`src/design/swtp_pkg.sv`:
```
package swtp_pkg;

  // default table depth
  localparam int MaxEntriesDflt = 16;

  // boundary words walked per entry
  localparam logic [3:0] PATTERN_COUNT = 4'd9;

  // smallest size with room for a word at offset zero is five
  localparam logic [15:0] WORD_BYTES = 16'd4;

  typedef enum logic {
    OP_LOAD = 1'b0,
    OP_NEXT = 1'b1
  } swtp_op_e;

  typedef enum logic [1:0] {
    ST_IDLE,
    ST_FETCH,
    ST_WALK
  } swtp_state_e;

  typedef enum logic [1:0] {
    STEP_EMIT_EXH,
    STEP_EMIT_CASE,
    STEP_NEXT_PAT,
    STEP_NEXT_ENTRY
  } swtp_step_e;

  typedef struct packed {
    swtp_op_e    opcode;
    logic [3:0]  entry_index;
    logic [31:0] entry_code;
    logic [15:0] entry_size;
  } swtp_in_t;

  typedef struct packed {
    logic        exhausted;
    logic [31:0] request_code;
    logic [15:0] buffer_length;
    logic [15:0] pattern_offset;
    logic [31:0] pattern_word;
  } swtp_out_t;

  typedef struct packed {
    logic [31:0] code;
    logic [15:0] size;
  } swtp_entry_t;

  function automatic logic [31:0] boundary_word(input logic [3:0] idx);
    logic [31:0] w;
    case (idx)
      4'd0:    w = 32'h0fff_ffff;
      4'd1:    w = 32'h1000_0000;
      4'd2:    w = 32'h1fff_ffff;
      4'd3:    w = 32'h2000_0000;
      4'd4:    w = 32'h3fff_ffff;
      4'd5:    w = 32'h4000_0000;
      4'd6:    w = 32'h7fff_ffff;
      4'd7:    w = 32'h8000_0000;
      4'd8:    w = 32'hffff_ffff;
      default: w = 32'h0000_0000;
    endcase
    return w;
  endfunction

endpackage

```
`src/design/sliding_word_test_pattern_sequencer_unit.sv`:
```
// channel  | valid        | stall        | payload                 | moves
// ---------+--------------+--------------+-------------------------+------------------------------
// in       | in_valid_i   | in_stall_o   | in_word_i  (swtp_in_t)  | load or next word
// out      | out_valid_o  | out_stall_i  | out_word_o (swtp_out_t) | one word per next item
// cfg      | cfg_we_i     | -            | cfg_data_i [4:0]        | entry_count, no wait
//
// a load word is taken straight from the idle state and gives no result
// a next word makes one walk step per cycle on the shared offset/size
// compare, plus a table read state (ST_FETCH) for each entry advanced over;
// a plain case or exhaustion is emitted from the walk state, skipping a
// pattern stays in it and moving to the next entry passes through ST_FETCH
// reset clears cursors, entry count and output valid; the table is not cleared
// a stalled output holds the result in the walk state until the register frees
module sliding_word_test_pattern_sequencer_unit #(
  parameter int MAX_ENTRIES = swtp_pkg::MaxEntriesDflt
) (
  input  logic               clk_i,
  input  logic               rst_ni,
  input  logic               in_valid_i,
  output logic               in_stall_o,
  input  swtp_pkg::swtp_in_t in_word_i,
  output logic               out_valid_o,
  input  logic               out_stall_i,
  output swtp_pkg::swtp_out_t out_word_o,
  input  logic               cfg_we_i,
  input  logic [4:0]         cfg_data_i
);
  import swtp_pkg::*;

  // table index, cursor able to hold MAX_ENTRIES, compare width for the count
  localparam int IDX_W = (MAX_ENTRIES > 1) ? $clog2(MAX_ENTRIES) : 1;
  localparam int CUR_W = $clog2(MAX_ENTRIES + 1);
  localparam int CMP_W = (CUR_W > 5) ? CUR_W : 5;

  swtp_state_e state_q, state_d;
  swtp_step_e  step;

  logic [4:0]       entry_count_q;
  logic [CUR_W-1:0] ent_cur_q, ent_cur_d;
  logic [3:0]       pat_cur_q, pat_cur_d;
  logic [15:0]      off_cur_q, off_cur_d;

  logic        out_valid_q, out_valid_d;
  swtp_out_t   out_word_q;

  logic        tbl_we;
  swtp_entry_t tbl_wdata;
  swtp_entry_t tbl_rdata;

  logic [CMP_W-1:0] count_eff;
  logic             entry_live;
  logic             has_room;
  logic             out_free;
  logic             out_load;
  logic             take_in;

  // configuration register
  always_ff @(posedge clk_i or negedge rst_ni) begin
    if (!rst_ni) begin
      entry_count_q <= '0;
    end else if (cfg_we_i) begin
      entry_count_q <= cfg_data_i;
    end
  end

  // request table, read at the entry cursor every cycle
  assign tbl_wdata = '{code: in_word_i.entry_code, size: in_word_i.entry_size};

  swtp_table #(
    .DEPTH(MAX_ENTRIES),
    .IDX_W(IDX_W)
  ) u_table (
    .clk_i  (clk_i),
    .we_i   (tbl_we),
    .waddr_i(IDX_W'(in_word_i.entry_index)),
    .wdata_i(tbl_wdata),
    .raddr_i(ent_cur_q[IDX_W-1:0]),
    .rdata_o(tbl_rdata)
  );

  // counts above the table depth act as the full table
  assign count_eff  = (CMP_W'(entry_count_q) > CMP_W'(MAX_ENTRIES)) ?
                      CMP_W'(MAX_ENTRIES) : CMP_W'(entry_count_q);
  assign entry_live = CMP_W'(ent_cur_q) < count_eff;

  // the shared compare: does the offset still fit a whole word in the buffer
  assign has_room = (tbl_rdata.size > WORD_BYTES) &&
                    (off_cur_q < (tbl_rdata.size - WORD_BYTES));

  assign out_free = !out_valid_q || !out_stall_i;
  assign take_in  = in_valid_i && !in_stall_o;

  // one iteration of the walk, decided from the current cursors
  always_comb begin
    if (!entry_live) begin
      step = STEP_EMIT_EXH;
    end else if (pat_cur_q < PATTERN_COUNT) begin
      step = has_room ? STEP_EMIT_CASE : STEP_NEXT_PAT;
    end else begin
      step = STEP_NEXT_ENTRY;
    end
  end

  // next state
  always_comb begin
    state_d = state_q;
    case (state_q)
      ST_IDLE: begin
        if (take_in && in_word_i.opcode == OP_NEXT) begin
          state_d = ST_WALK;
        end
      end
      ST_FETCH: begin
        state_d = ST_WALK;
      end
      ST_WALK: begin
        case (step)
          STEP_EMIT_EXH, STEP_EMIT_CASE: begin
            if (out_free) begin
              state_d = ST_IDLE;
            end
          end
          STEP_NEXT_PAT:   state_d = ST_WALK;
          STEP_NEXT_ENTRY: state_d = ST_FETCH;
          default:         state_d = ST_IDLE;
        endcase
      end
      default: state_d = ST_IDLE;
    endcase
  end

  // control outputs
  always_comb begin
    in_stall_o = (state_q != ST_IDLE);
    // slots beyond the table are dropped
    tbl_we     = (state_q == ST_IDLE) && in_valid_i && (in_word_i.opcode == OP_LOAD) &&
                 (32'(in_word_i.entry_index) < MAX_ENTRIES);
    out_load   = (state_q == ST_WALK) && out_free &&
                 ((step == STEP_EMIT_EXH) || (step == STEP_EMIT_CASE));
  end

  // cursor updates; exhaustion leaves them in place so a larger count resumes
  always_comb begin
    ent_cur_d = ent_cur_q;
    pat_cur_d = pat_cur_q;
    off_cur_d = off_cur_q;
    if (state_q == ST_WALK) begin
      case (step)
        STEP_EMIT_CASE: begin
          if (out_free) begin
            off_cur_d = off_cur_q + 16'd1;
          end
        end
        STEP_NEXT_PAT: begin
          pat_cur_d = pat_cur_q + 4'd1;
          off_cur_d = '0;
        end
        STEP_NEXT_ENTRY: begin
          ent_cur_d = ent_cur_q + CUR_W'(1);
          pat_cur_d = '0;
          off_cur_d = '0;
        end
        default: ;
      endcase
    end
  end

  always_ff @(posedge clk_i or negedge rst_ni) begin
    if (!rst_ni) begin
      state_q   <= ST_IDLE;
      ent_cur_q <= '0;
      pat_cur_q <= '0;
      off_cur_q <= '0;
    end else begin
      state_q   <= state_d;
      ent_cur_q <= ent_cur_d;
      pat_cur_q <= pat_cur_d;
      off_cur_q <= off_cur_d;
    end
  end

  // output register
  assign out_valid_d = out_load || (out_valid_q && out_stall_i);

  always_ff @(posedge clk_i or negedge rst_ni) begin
    if (!rst_ni) begin
      out_valid_q <= 1'b0;
    end else begin
      out_valid_q <= out_valid_d;
    end
  end

  always_ff @(posedge clk_i) begin
    if (out_load) begin
      if (step == STEP_EMIT_EXH) begin
        out_word_q <= '{exhausted: 1'b1, default: '0};
      end else begin
        out_word_q <= '{exhausted:      1'b0,
                        request_code:   tbl_rdata.code,
                        buffer_length:  tbl_rdata.size,
                        pattern_offset: off_cur_q,
                        pattern_word:   boundary_word(pat_cur_q)};
      end
    end
  end

  assign out_valid_o = out_valid_q;
  assign out_word_o  = out_word_q;

  // a result only appears out of the walk state
  a_result_from_walk: assert property (@(posedge clk_i) disable iff (!rst_ni)
    out_load |-> state_q == ST_WALK)
    else $error("result loaded outside walk");

  a_fetch_then_walk: assert property (@(posedge clk_i) disable iff (!rst_ni)
    state_q == ST_FETCH |=> state_q == ST_WALK)
    else $error("table read not followed by walk step");

  a_pattern_bound: assert property (@(posedge clk_i) disable iff (!rst_ni)
    pat_cur_q <= PATTERN_COUNT)
    else $error("pattern cursor past last boundary word");

  a_entry_bound: assert property (@(posedge clk_i) disable iff (!rst_ni)
    32'(ent_cur_q) <= MAX_ENTRIES)
    else $error("entry cursor past table");

  a_exhausted_zero: assert property (@(posedge clk_i) disable iff (!rst_ni)
    out_valid_o && out_word_o.exhausted |->
      out_word_o.request_code == '0 && out_word_o.buffer_length == '0 &&
      out_word_o.pattern_offset == '0 && out_word_o.pattern_word == '0)
    else $error("exhausted result carries data");

endmodule

```
`src/design/swtp_table.sv`:
```
module swtp_table #(
  parameter int DEPTH = 16,
  parameter int IDX_W = 4
) (
  input  logic                clk_i,
  input  logic                we_i,
  input  logic [IDX_W-1:0]    waddr_i,
  input  swtp_pkg::swtp_entry_t wdata_i,
  input  logic [IDX_W-1:0]    raddr_i,
  output swtp_pkg::swtp_entry_t rdata_o
);
  import swtp_pkg::*;

  swtp_entry_t mem [DEPTH];
  swtp_entry_t rdata_q;

  // entries are undefined until loaded
  always_ff @(posedge clk_i) begin
    if (we_i) begin
      mem[waddr_i] <= wdata_i;
    end
  end

  // registered read, refreshed every cycle
  always_ff @(posedge clk_i) begin
    rdata_q <= mem[raddr_i];
  end

  assign rdata_o = rdata_q;

endmodule
```
`config.mk`:
```
export PLATFORM = sky130hd
export DESIGN_NAME = sliding_word_test_pattern_sequencer_unit
export DESIGN_NICKNAME = d
export VERILOG_FILES = /design/src/design/swtp_pkg.sv /design/src/design/sliding_word_test_pattern_sequencer_unit.sv /design/src/design/swtp_table.sv
export SDC_FILE = /design/constraint.sdc
export NUM_CORES = 1
export LEC_CHECK = 0
export ABC_AREA = 1
export BUFFER_PORTS_ARGS = -buffer_cell sky130_fd_sc_hd__buf_4
export CAP_MARGIN = 0
export CORE_AREA = 2 2 222 333
export CTS_BUF_LIST = sky130_fd_sc_hd__clkbuf_8
export DETAILED_ROUTE_END_ITERATION = 10
export DIE_AREA = 0 0 224 335
export GPL_ROUTABILITY_DRIVEN = 1
export GPL_TIMING_DRIVEN = 0
export MAX_ROUTING_LAYER = met4
export PLACE_DENSITY = 0.72
export RECOVER_POWER = 25
export SYNTH_ARGS = -nofsm -noshare
export SYNTH_HDL_FRONTEND = slang
export SYNTH_HIERARCHICAL = 1
export SYNTH_SLANG_ARGS = --single-unit
```
`constraint.sdc`:
```
create_clock -name clk_i -period 13.62 [get_ports clk_i]
set_input_delay 2.724 -clock clk_i [delete_from_list [all_inputs] [get_ports clk_i]]
set_output_delay 2.724 -clock clk_i [all_outputs]
set_load 0.01 [all_outputs]
```
; After elaboration in Yosys (flattened, before gate mapping)
; Memory sizes are Yosys's and may differ from the RTL's. A register that Yosys moved wholly into a read port is not among the register bits.
; Cells that the tools add are included.
; Widths: inputs -> output; s select.
[op_classes]
reduce_logical = 25
bitwise_logic = 1
n_eq_ne = 8
add_sub_neg = 4
n_mux = 14
magnitude_cmp = 5
[op_table]
columns = operator, n
row1 = $mux 97, 1
row2 = $pmux 16 s2, 1
row3 = $add 16x1->16 const B, 1
row4 = $gt 16x3->1 const B, 1
row5 = $lt 16x16->1, 1
row6 = $mux 16, 1
row7 = $sub 16x3->16 const B, 1
row8 = $pmux 2 s3, 2
row9 = $mux 2, 5
row10 = $logic_and 1x1->1, 8
row11 = $pmux 4 s2, 1
row12 = $eq 2x2->1 const B, 3
row13 = $reduce_and 2->1, 3
row14 = $reduce_bool 2->1, 3
row15 = $add 5x1->5 const B, 1
row16 = $gt 5x5->1 const B, 1
row17 = $lt 5x5->1, 1
row18 = $mux 5, 1
row19 = $add 4x1->4 const B, 1
row20 = $eq 2x1->1 const B, 2
row21 = $logic_not 2->1, 2
row22 = $lt 4x4->1 const B, 1
row23 = $ne 2x2->1 const B, 2
row24 = $reduce_or 2->1, 2
row25 = 6 further kinds, 11
[word_totals]
word_cells = 70
rom_bits = 512
regBits = 130
mem_count = 2
ramBits = 768
output_inout_bits = 99
[mem_list]
columns = memory, depth, word_bits, rd, rd_clocked_by_memory_dff, wr, line
row1 = u_table.mem, 16, 48, 1, 1, 1, swtp_table.sv:14  ; swtp_entry_t mem [DEPTH];
row2 = (no name shown), 16, 32, 1, 0, 0, swtp_pkg.sv:52  ; case (idx)

; Depth between registers and ports, before layout
; Gate-level depths: netlist of run 1.
[depth]
depth_word = 10
mapped_depth = 19
depth_no_buf = 18

; By module
; Netlist of run 1, hierarchy kept.
[by_module_without_submodules]
columns = module, n_inst, area_each_um2, cells_each
row1 = swtp_table, 1, 33988.8, 3165
row2 = sliding_word_test_pattern_sequencer_unit, 1, 5442.7, 574

; Worst setup path before layout of run 1
; No wires, ideal clock.
[synth_path]
path_type = in2reg
startpoint = input in_valid_i
endpoint = memory u_table/mem[12][0] (netlist bit) (enable)
cell_stages = 4
arrival_time_ns = 5.131
n_path_buf = 0
setup_slack_ns = 8.035
path_cell_list = nand2_1 -> nor2_1 -> nand3_1 -> nor2_1
[synth_via]
elab_chain_cells = 4
[synth_rtl]
columns = element, line
row1 = from (decl), sliding_word_test_pattern_sequencer_unit.sv:19  ; input logic in_valid_i,
row2 = $logic_and 1x1->1 (2 in a row), sliding_word_test_pattern_sequencer_unit.sv:136  ; tbl_we = (state_q == ST_IDLE) && in_valid_i && (in_word_i.opcode == OP_LOAD) &&
row3 = net tbl_we, sliding_word_test_pattern_sequencer_unit.sv:46  ; logic tbl_we;
row4 = $mux 1, swtp_table.sv:19  ; if (we_i) begin
row5 = $mux 1 (implied by the code), swtp_table.sv:20  ; mem[waddr_i] <= wdata_i;
row6 = to (decl), swtp_table.sv:14
; The timed path passes the listed nets, and every way through them passes these cells.

==> flow_summary.toml, run 1 <==
[outcome]
status = "finished with violations"
violations = "capacitance limit, slew limit"

[place]
routabilityCongestion = 0.898
port_buffers = 161
placed_cells = 4847
hpwlAfterDp_um = 70100

[global_routing]
grt_pass1_wl_um = 154000
antenna_found_initial = 3
grt_pass1_vias = 26800
grt.overflow.total = 0
grt_max_degree = 34
grt_util_all_layers = 0.287

[setup_path]
cp_num_buf_inv = 2
reg2reg_setup_slack_ns = 9.14
crit_type = "reg -> out"
required_ns = 10.90
critPathTopFamily = "flip-flops"
path_cells = "buf_4 > buf_4"
worst_path_most_repeated_cell = "buf_4"
reg2reg_depth = 20
crit_slowest_cell = "edfxtp_1"
crit_path_start_kind = "flip-flop"
slowest_delay_ns = 0.81
end_kind = "output port"
critPathMaxFanout = 28
path_depth = 2
worstPathArrival_ns = 1.93

[logic_synthesis]
async_reset_ff_frac = 0.0359
synth_common_cells = "1,101 x nand2_1, 838 x edfxtp_1, 666 x inv_1"
synth_enable_flop_cells = 838
ys_seq_area_frac = 0.683
ys_types = 38
yosysWarningCount = 6
synth_top_cell_by_area = "edfxtp_1"
netlist_instances = 3739
synth.most_common_cell = "nand2_1"
syn_nets = 3829
yosys.area.top_type_share = 0.638
ys_ff_latch = 919
ys_top_cells_by_area = "edfxtp_1 64%, nand2_1 10%, nand3_1 7.7%, inv_1 6.3%, dfxtp_1 2.4%"
syn_area_sq_um = 39400
synth_area_per_cell_sq_um = 10.5
synth-main-ff-cell = "edfxtp_1"

[clock_network]
cts_setup_buffers = 0
ctsRootBufferMaster = "clkbuf_8"
cts_tree = "yes"
path_clk_slew_ns = 0.05
cts_buffer_depth = 3
cts_made_buffers = 134
clk_latency_ns = 0.80
post_cts_resized = 0
ctsHoldBuffers = 0
clkSinkCount = 919
htreeDepth = 4

[min_path]
min_path_type = "reg -> reg"
whs_path_depth = 1

[floorplan]
io_pins = 162
die_w_um = 224
dieHeight_um = 335
rows = 121
core_sq_um = 72200
start_util = 0.546
dieArea_sq_um = 75000

[sta]
drv_slew = 34
hold_violations = 0
clock_skew_ns = 0.0279
max_slew_margin = -0.286
fin_crit_sh = 0.342
setup_viol = 0
rsz0062_at_grt = "no"
post-route-min-period_ns = 4.66
fmax_mhz = 215
worstMarginPinSlew_ns = 1.93
fin_tns_setup_ns = 0

[detailed_routing]
ant_nets = 0
drc_errors = 0
detail_route.wl_per_cell_um = 20.4
drt_pre_antenna_iters = 5
via_per_inst = 5.38
wirelength_um = 104000
drtIter0Drc = 2676
vias = 27400

[finish]
final-instance-count-excl-fill = 5089
area_growth_pct = 13.6
fillers = 5614
num-nets-final = 4151
drive_above_1_share = 0.125

[power]
ir_drop_mv = 0.0889
static-leakage-power_uw = 0.0195
power.density_nw_per_um2 = 128

[flow_run]
cap_violations = 1
[flip-flops by register name, indices dropped and copies added (netlist names)]
register	cells
state_q	2
out_valid_o	1
u_table/mem	768
entry_count_q	5
u_table/rdata_o	48
ent_cur_q	5
out_word_o	70
off_cur_q	16
pat_cur_q	4
[placed cells by master, fill, tap and decap left out, types with 20 or more instances in the layout]
master / instances
buf_4: 159
dfrtp_1: 33
nor2_1: 97
dfxtp_1: 48
xor2_1: 20
buf_12: 24
buf_6: 37
clkbuf_8: 148
clkbuf_1: 74
nand2_1: 1102
inv_1: 715
a21oi_1: 21
edfxtp_1: 838
nand3_1: 604
buf_2: 79
ha_1: 27
[path summary, 6_finish.rpt]
path	start	to
min reg2reg	entry_count_q[1]$_DFFE_PN0P_	entry_count_q[1]$_DFFE_PN0P_
max	out_word_o[27]$_SDFFCE_PP0P_	out_word_o[8]
max in group asynchronous	rst_ni	entry_count_q[0]$_DFFE_PN0P_
min in group asynchronous	rst_ni	off_cur_q[14]$_DFFE_PN0P_
min	entry_count_q[1]$_DFFE_PN0P_	entry_count_q[1]$_DFFE_PN0P_
max reg2reg	u_table/rdata_o[2]$_DFF_P_	out_word_o[73]$_SDFFCE_PP0P_
[layer usage]
layer,share of wire,global-route usage
met1,0.35,0.307
met2,0.51,0.498
met3,0.083,0.0572
met4,0.059,0.160
met5,0,-
[per-stage QoR]
step	cell area, sq um	hold slack (ns)	worst slack [ns]	total power, uW	utilization
after floorplan	39400	0.475	8.04	3480	-
after global placement	41800	0.495	5.61	3700	0.579
after detailed placement	42400	0.507	8.46	3720	0.588
after CTS	44900	0.520	8.87	5780	0.622
after global routing	44800	0.528	8.74	5930	0.620
final	44800	0.514	8.96	5740	0.620
[worst reg2reg max path, stage by stage (launching register included)]
cell and delay (ns):
dfxtp_1 0.34, inv_1 0.13, ha_1 0.24, nand2_1 0.13, nor2_1 0.30, nand4_1 0.21
nor3_1 0.21, xor2_1 0.23, ha_1 0.29, a21oi_1 0.13, nor2_1 0.07, nor2_2 0.10
nand2_1 0.06, nor2_2 0.13, nand2_4 0.13, buf_6 0.18, nand2_4 0.12, nand2_2 0.09
nor2_4 0.50, buf_12 0.29, buf_12 0.24
[cell type report]
type,instances,area (sq um),area share
tap,922,1150,0.0258
buffer,196,1270,0.0284
sequential,919,27000,0.602
multi-input combinational,1952,8800,0.197
clock buffer,148,2040,0.0455
inverter,672,2530,0.0564
timing repair buffer,186,1560,0.0349
antenna,2,5.00,0.000112
clock inverter,92,483,0.0108
[report_power, final]
group	switching (uW)	total [uW]	internal, uW
sequential	33.7	3230	3200
combinational	256	419	163
clock	1030	2090	1060
[cell families after synthesis]
logic type      count (synthesis)  share of synthesized area
mux                             4                    0.00114
simple gates                 1857                      0.200
compound gates                 41                    0.00539
xor+xnor                       23                    0.00511
flops                         919                      0.683
fa+ha+maj                      27                    0.00857
buf+inv                       868                     0.0964
No activity file was read; power rests on OpenSTA's default activity.
==> run 2, diff against run 1 <==
- clock period: 13.62 -> 4.6 ns (I/O delays scaled with it)
==> flow_summary.toml, run 2 (synthesis gave the netlist of run 1 again) <==
[finish]
drive_above_1_share = 0.128
area_growth_pct = 14.2
num-nets-final = 4156
multi_input_area_sq_um = 8810
largest_reg_flops = 768
regMostFlops = "u_table/mem"
layout_commonest_cell = "nand2_1"
seq_area_sq_um = 27000
fin_util = 0.623
layout_common_cells = "1,101 x nand2_1, 838 x edfxtp_1, 699 x inv_1"
final-instance-count-excl-fill = 5094
fin_area_sq_um = 45000
fillers = 5617

[global_routing]
antenna_found_initial = 4
use_met2 = 0.499
grt.overflow.total = 0
grt_pass1_wl_um = 154000
met3_usage = 0.0463
grt_max_degree = 34
use_met1 = 0.312
grt_pass1_vias = 27100
grt_busiest_layer = "met2"
grt_util_all_layers = 0.288

[sta]
setup_viol = 0
hold_ws_ns = 0.341
rsz0062_at_grt = "no"
fin_crit_sh = 0.875
worst_slack_ns = 0.574
hold_violations = 0
worstMarginPinSlew_ns = 1.97
max_slew_margin = -0.313
clock_skew_ns = 0.0369
fmax_mhz = 248
post-route-min-period_ns = 4.03
drv_slew = 34

[power]
power.internal_uw = 13400
power.density_nw_per_um2 = 386
static-leakage-power_uw = 0.0195
pwr-share-seq = 0.551
clock_power_share = 0.377
power.switching_uw = 3950
ir_drop_mv = 0.256
switching_share = 0.228
combPwrFrac = 0.072

[floorplan]
rows = 121
start_util = 0.546
io_pins = 162
dieHeight_um = 335
dieArea_sq_um = 75000
core_sq_um = 72200
die_w_um = 224

[place]
hpwlAfterDp_um = 70400
placed_cells = 4849
dp_slack_ns = 0.107
routabilityCongestion = 0.899
port_buffers = 161
placed_area_sq_um = 42500

[clock_network]
clkSinkCount = 919
ctsHoldBuffers = 0
cts_made_buffers = 136
cts_buffer_depth = 3
post_cts_resized = 0
ctsRootBufferMaster = "clkbuf_8"
cts_tree = "yes"
htreeDepth = 4
path_clk_slew_ns = 0.06
clk_latency_ns = 0.82
cts_setup_buffers = 0

[outcome]
violations = "capacitance limit, slew limit"
status = "finished with violations"

[setup_path]
critPathMaxFanout = 31
reg2reg_depth = 20
timing.rr.start = "u_table/rdata_o[2]$_DFF_P_"
reg2reg_setup_slack_ns = 0.57
required_ns = 5.09
end_kind = "flip-flop"
timing.rr.end = "out_word_o[73]$_SDFFCE_PP0P_"
worstPathArrival_ns = 4.52
crit_path_start_kind = "flip-flop"
crit_type = "reg -> reg"

[detailed_routing]
drtIter0Drc = 2889
via_per_inst = 5.37
wirelength_um = 104000
vias = 27400
drc_errors = 0
ant_nets = 0
detail_route.wl_per_cell_um = 20.4
drt_pre_antenna_iters = 6

[min_path]
min_path_type = "in -> reg"
whs_path_depth = 3
worstHoldEndpoint = "entry_count_q[4]$_DFFE_PN0P_"
hp-start = "cfg_data_i[4]"

[flow_run]
cap_violations = 1
## run 2: worst max path at each step
| stage | start | to | cells past startpoint | slack [ns] |
|---|---|---|---|---|
| after global routing | u_table/rdata_o[2]$_DFF_P_ | out_word_o[73]$_SDFFCE_PP0P_ | 20 | 0.28 |
| after detailed placement | u_table/rdata_o[2]$_DFF_P_ | out_word_o[70]$_SDFFCE_PP0P_ | 20 | 0.11 |
| after floorplan | u_table/rdata_o[2]$_DFF_P_ | out_word_o[27]$_SDFFCE_PP0P_ | 18 | 0.71 |
| after global placement | in_valid_i | u_table/mem[9][24]$_DFFE_PP_ | 5 | -1.62 |
| final | u_table/rdata_o[2]$_DFF_P_ | out_word_o[73]$_SDFFCE_PP0P_ | 20 | 0.57 |
| after CTS | u_table/rdata_o[2]$_DFF_P_ | out_word_o[73]$_SDFFCE_PP0P_ | 20 | 0.08 |
## run 2: power groups by stage
| stage | sequential, uW | clock, uW | combinational, uW |
|---|---|---|---|
| 2_1_floorplan | 9840 | 0 | 463 |
| 3_3_place_gp | 9760 | 0 | 1180 |
| 3_5_place_dp | 9740 | 0 | 1280 |
| 4_1_cts | 9570 | 6630 | 1280 |
| 5_1_grt | 9590 | 6970 | 1360 |
| 6_report | 9570 | 6540 | 1260 |
## run 2: routing by layer
layer | vias up | part of all wire
li1 | 12700 | -
met1 | 13000 | 0.35
met2 | 1392 | 0.51
met3 | 336 | 0.083
met4 | 0 | 0.055
met5 | - | 0
## run 2: cell type report
cell class                 count  area share
tap                          922      0.0256
sequential                   919       0.599
clock inverter                79      0.0100
buffer                       196      0.0283
inverter                     672      0.0561
clock buffer                 164      0.0501
multi-input combinational   1952       0.196
timing repair buffer         189      0.0354
antenna                        1   0.0000556
## run 2: per-stage QoR
step	power, uW	setup TNS, ns
6_report	17400	0
3_5_place_dp	11000	0
3_3_place_gp	10900	-1134.24
5_1_grt	17900	0
4_1_cts	17500	0
2_1_floorplan	10300	0
## run 2: worst max-delay path, stage by stage (launching register included)
cell     delay [ns]
dfxtp_1        0.33
inv_1          0.13
ha_1           0.24
nand2_1        0.13
nor2_1         0.29
nand4_1        0.20
nor3_1         0.21
xor2_1         0.22
ha_1           0.29
a21oi_1        0.14
nor2_1         0.06
nor2_2         0.10
nand2_1        0.06
nor2_2         0.12
nand2_4        0.13
buf_6          0.18
nand2_4        0.11
nand2_2        0.10
nor2_4         0.15
buf_12         0.22
buf_12         0.23
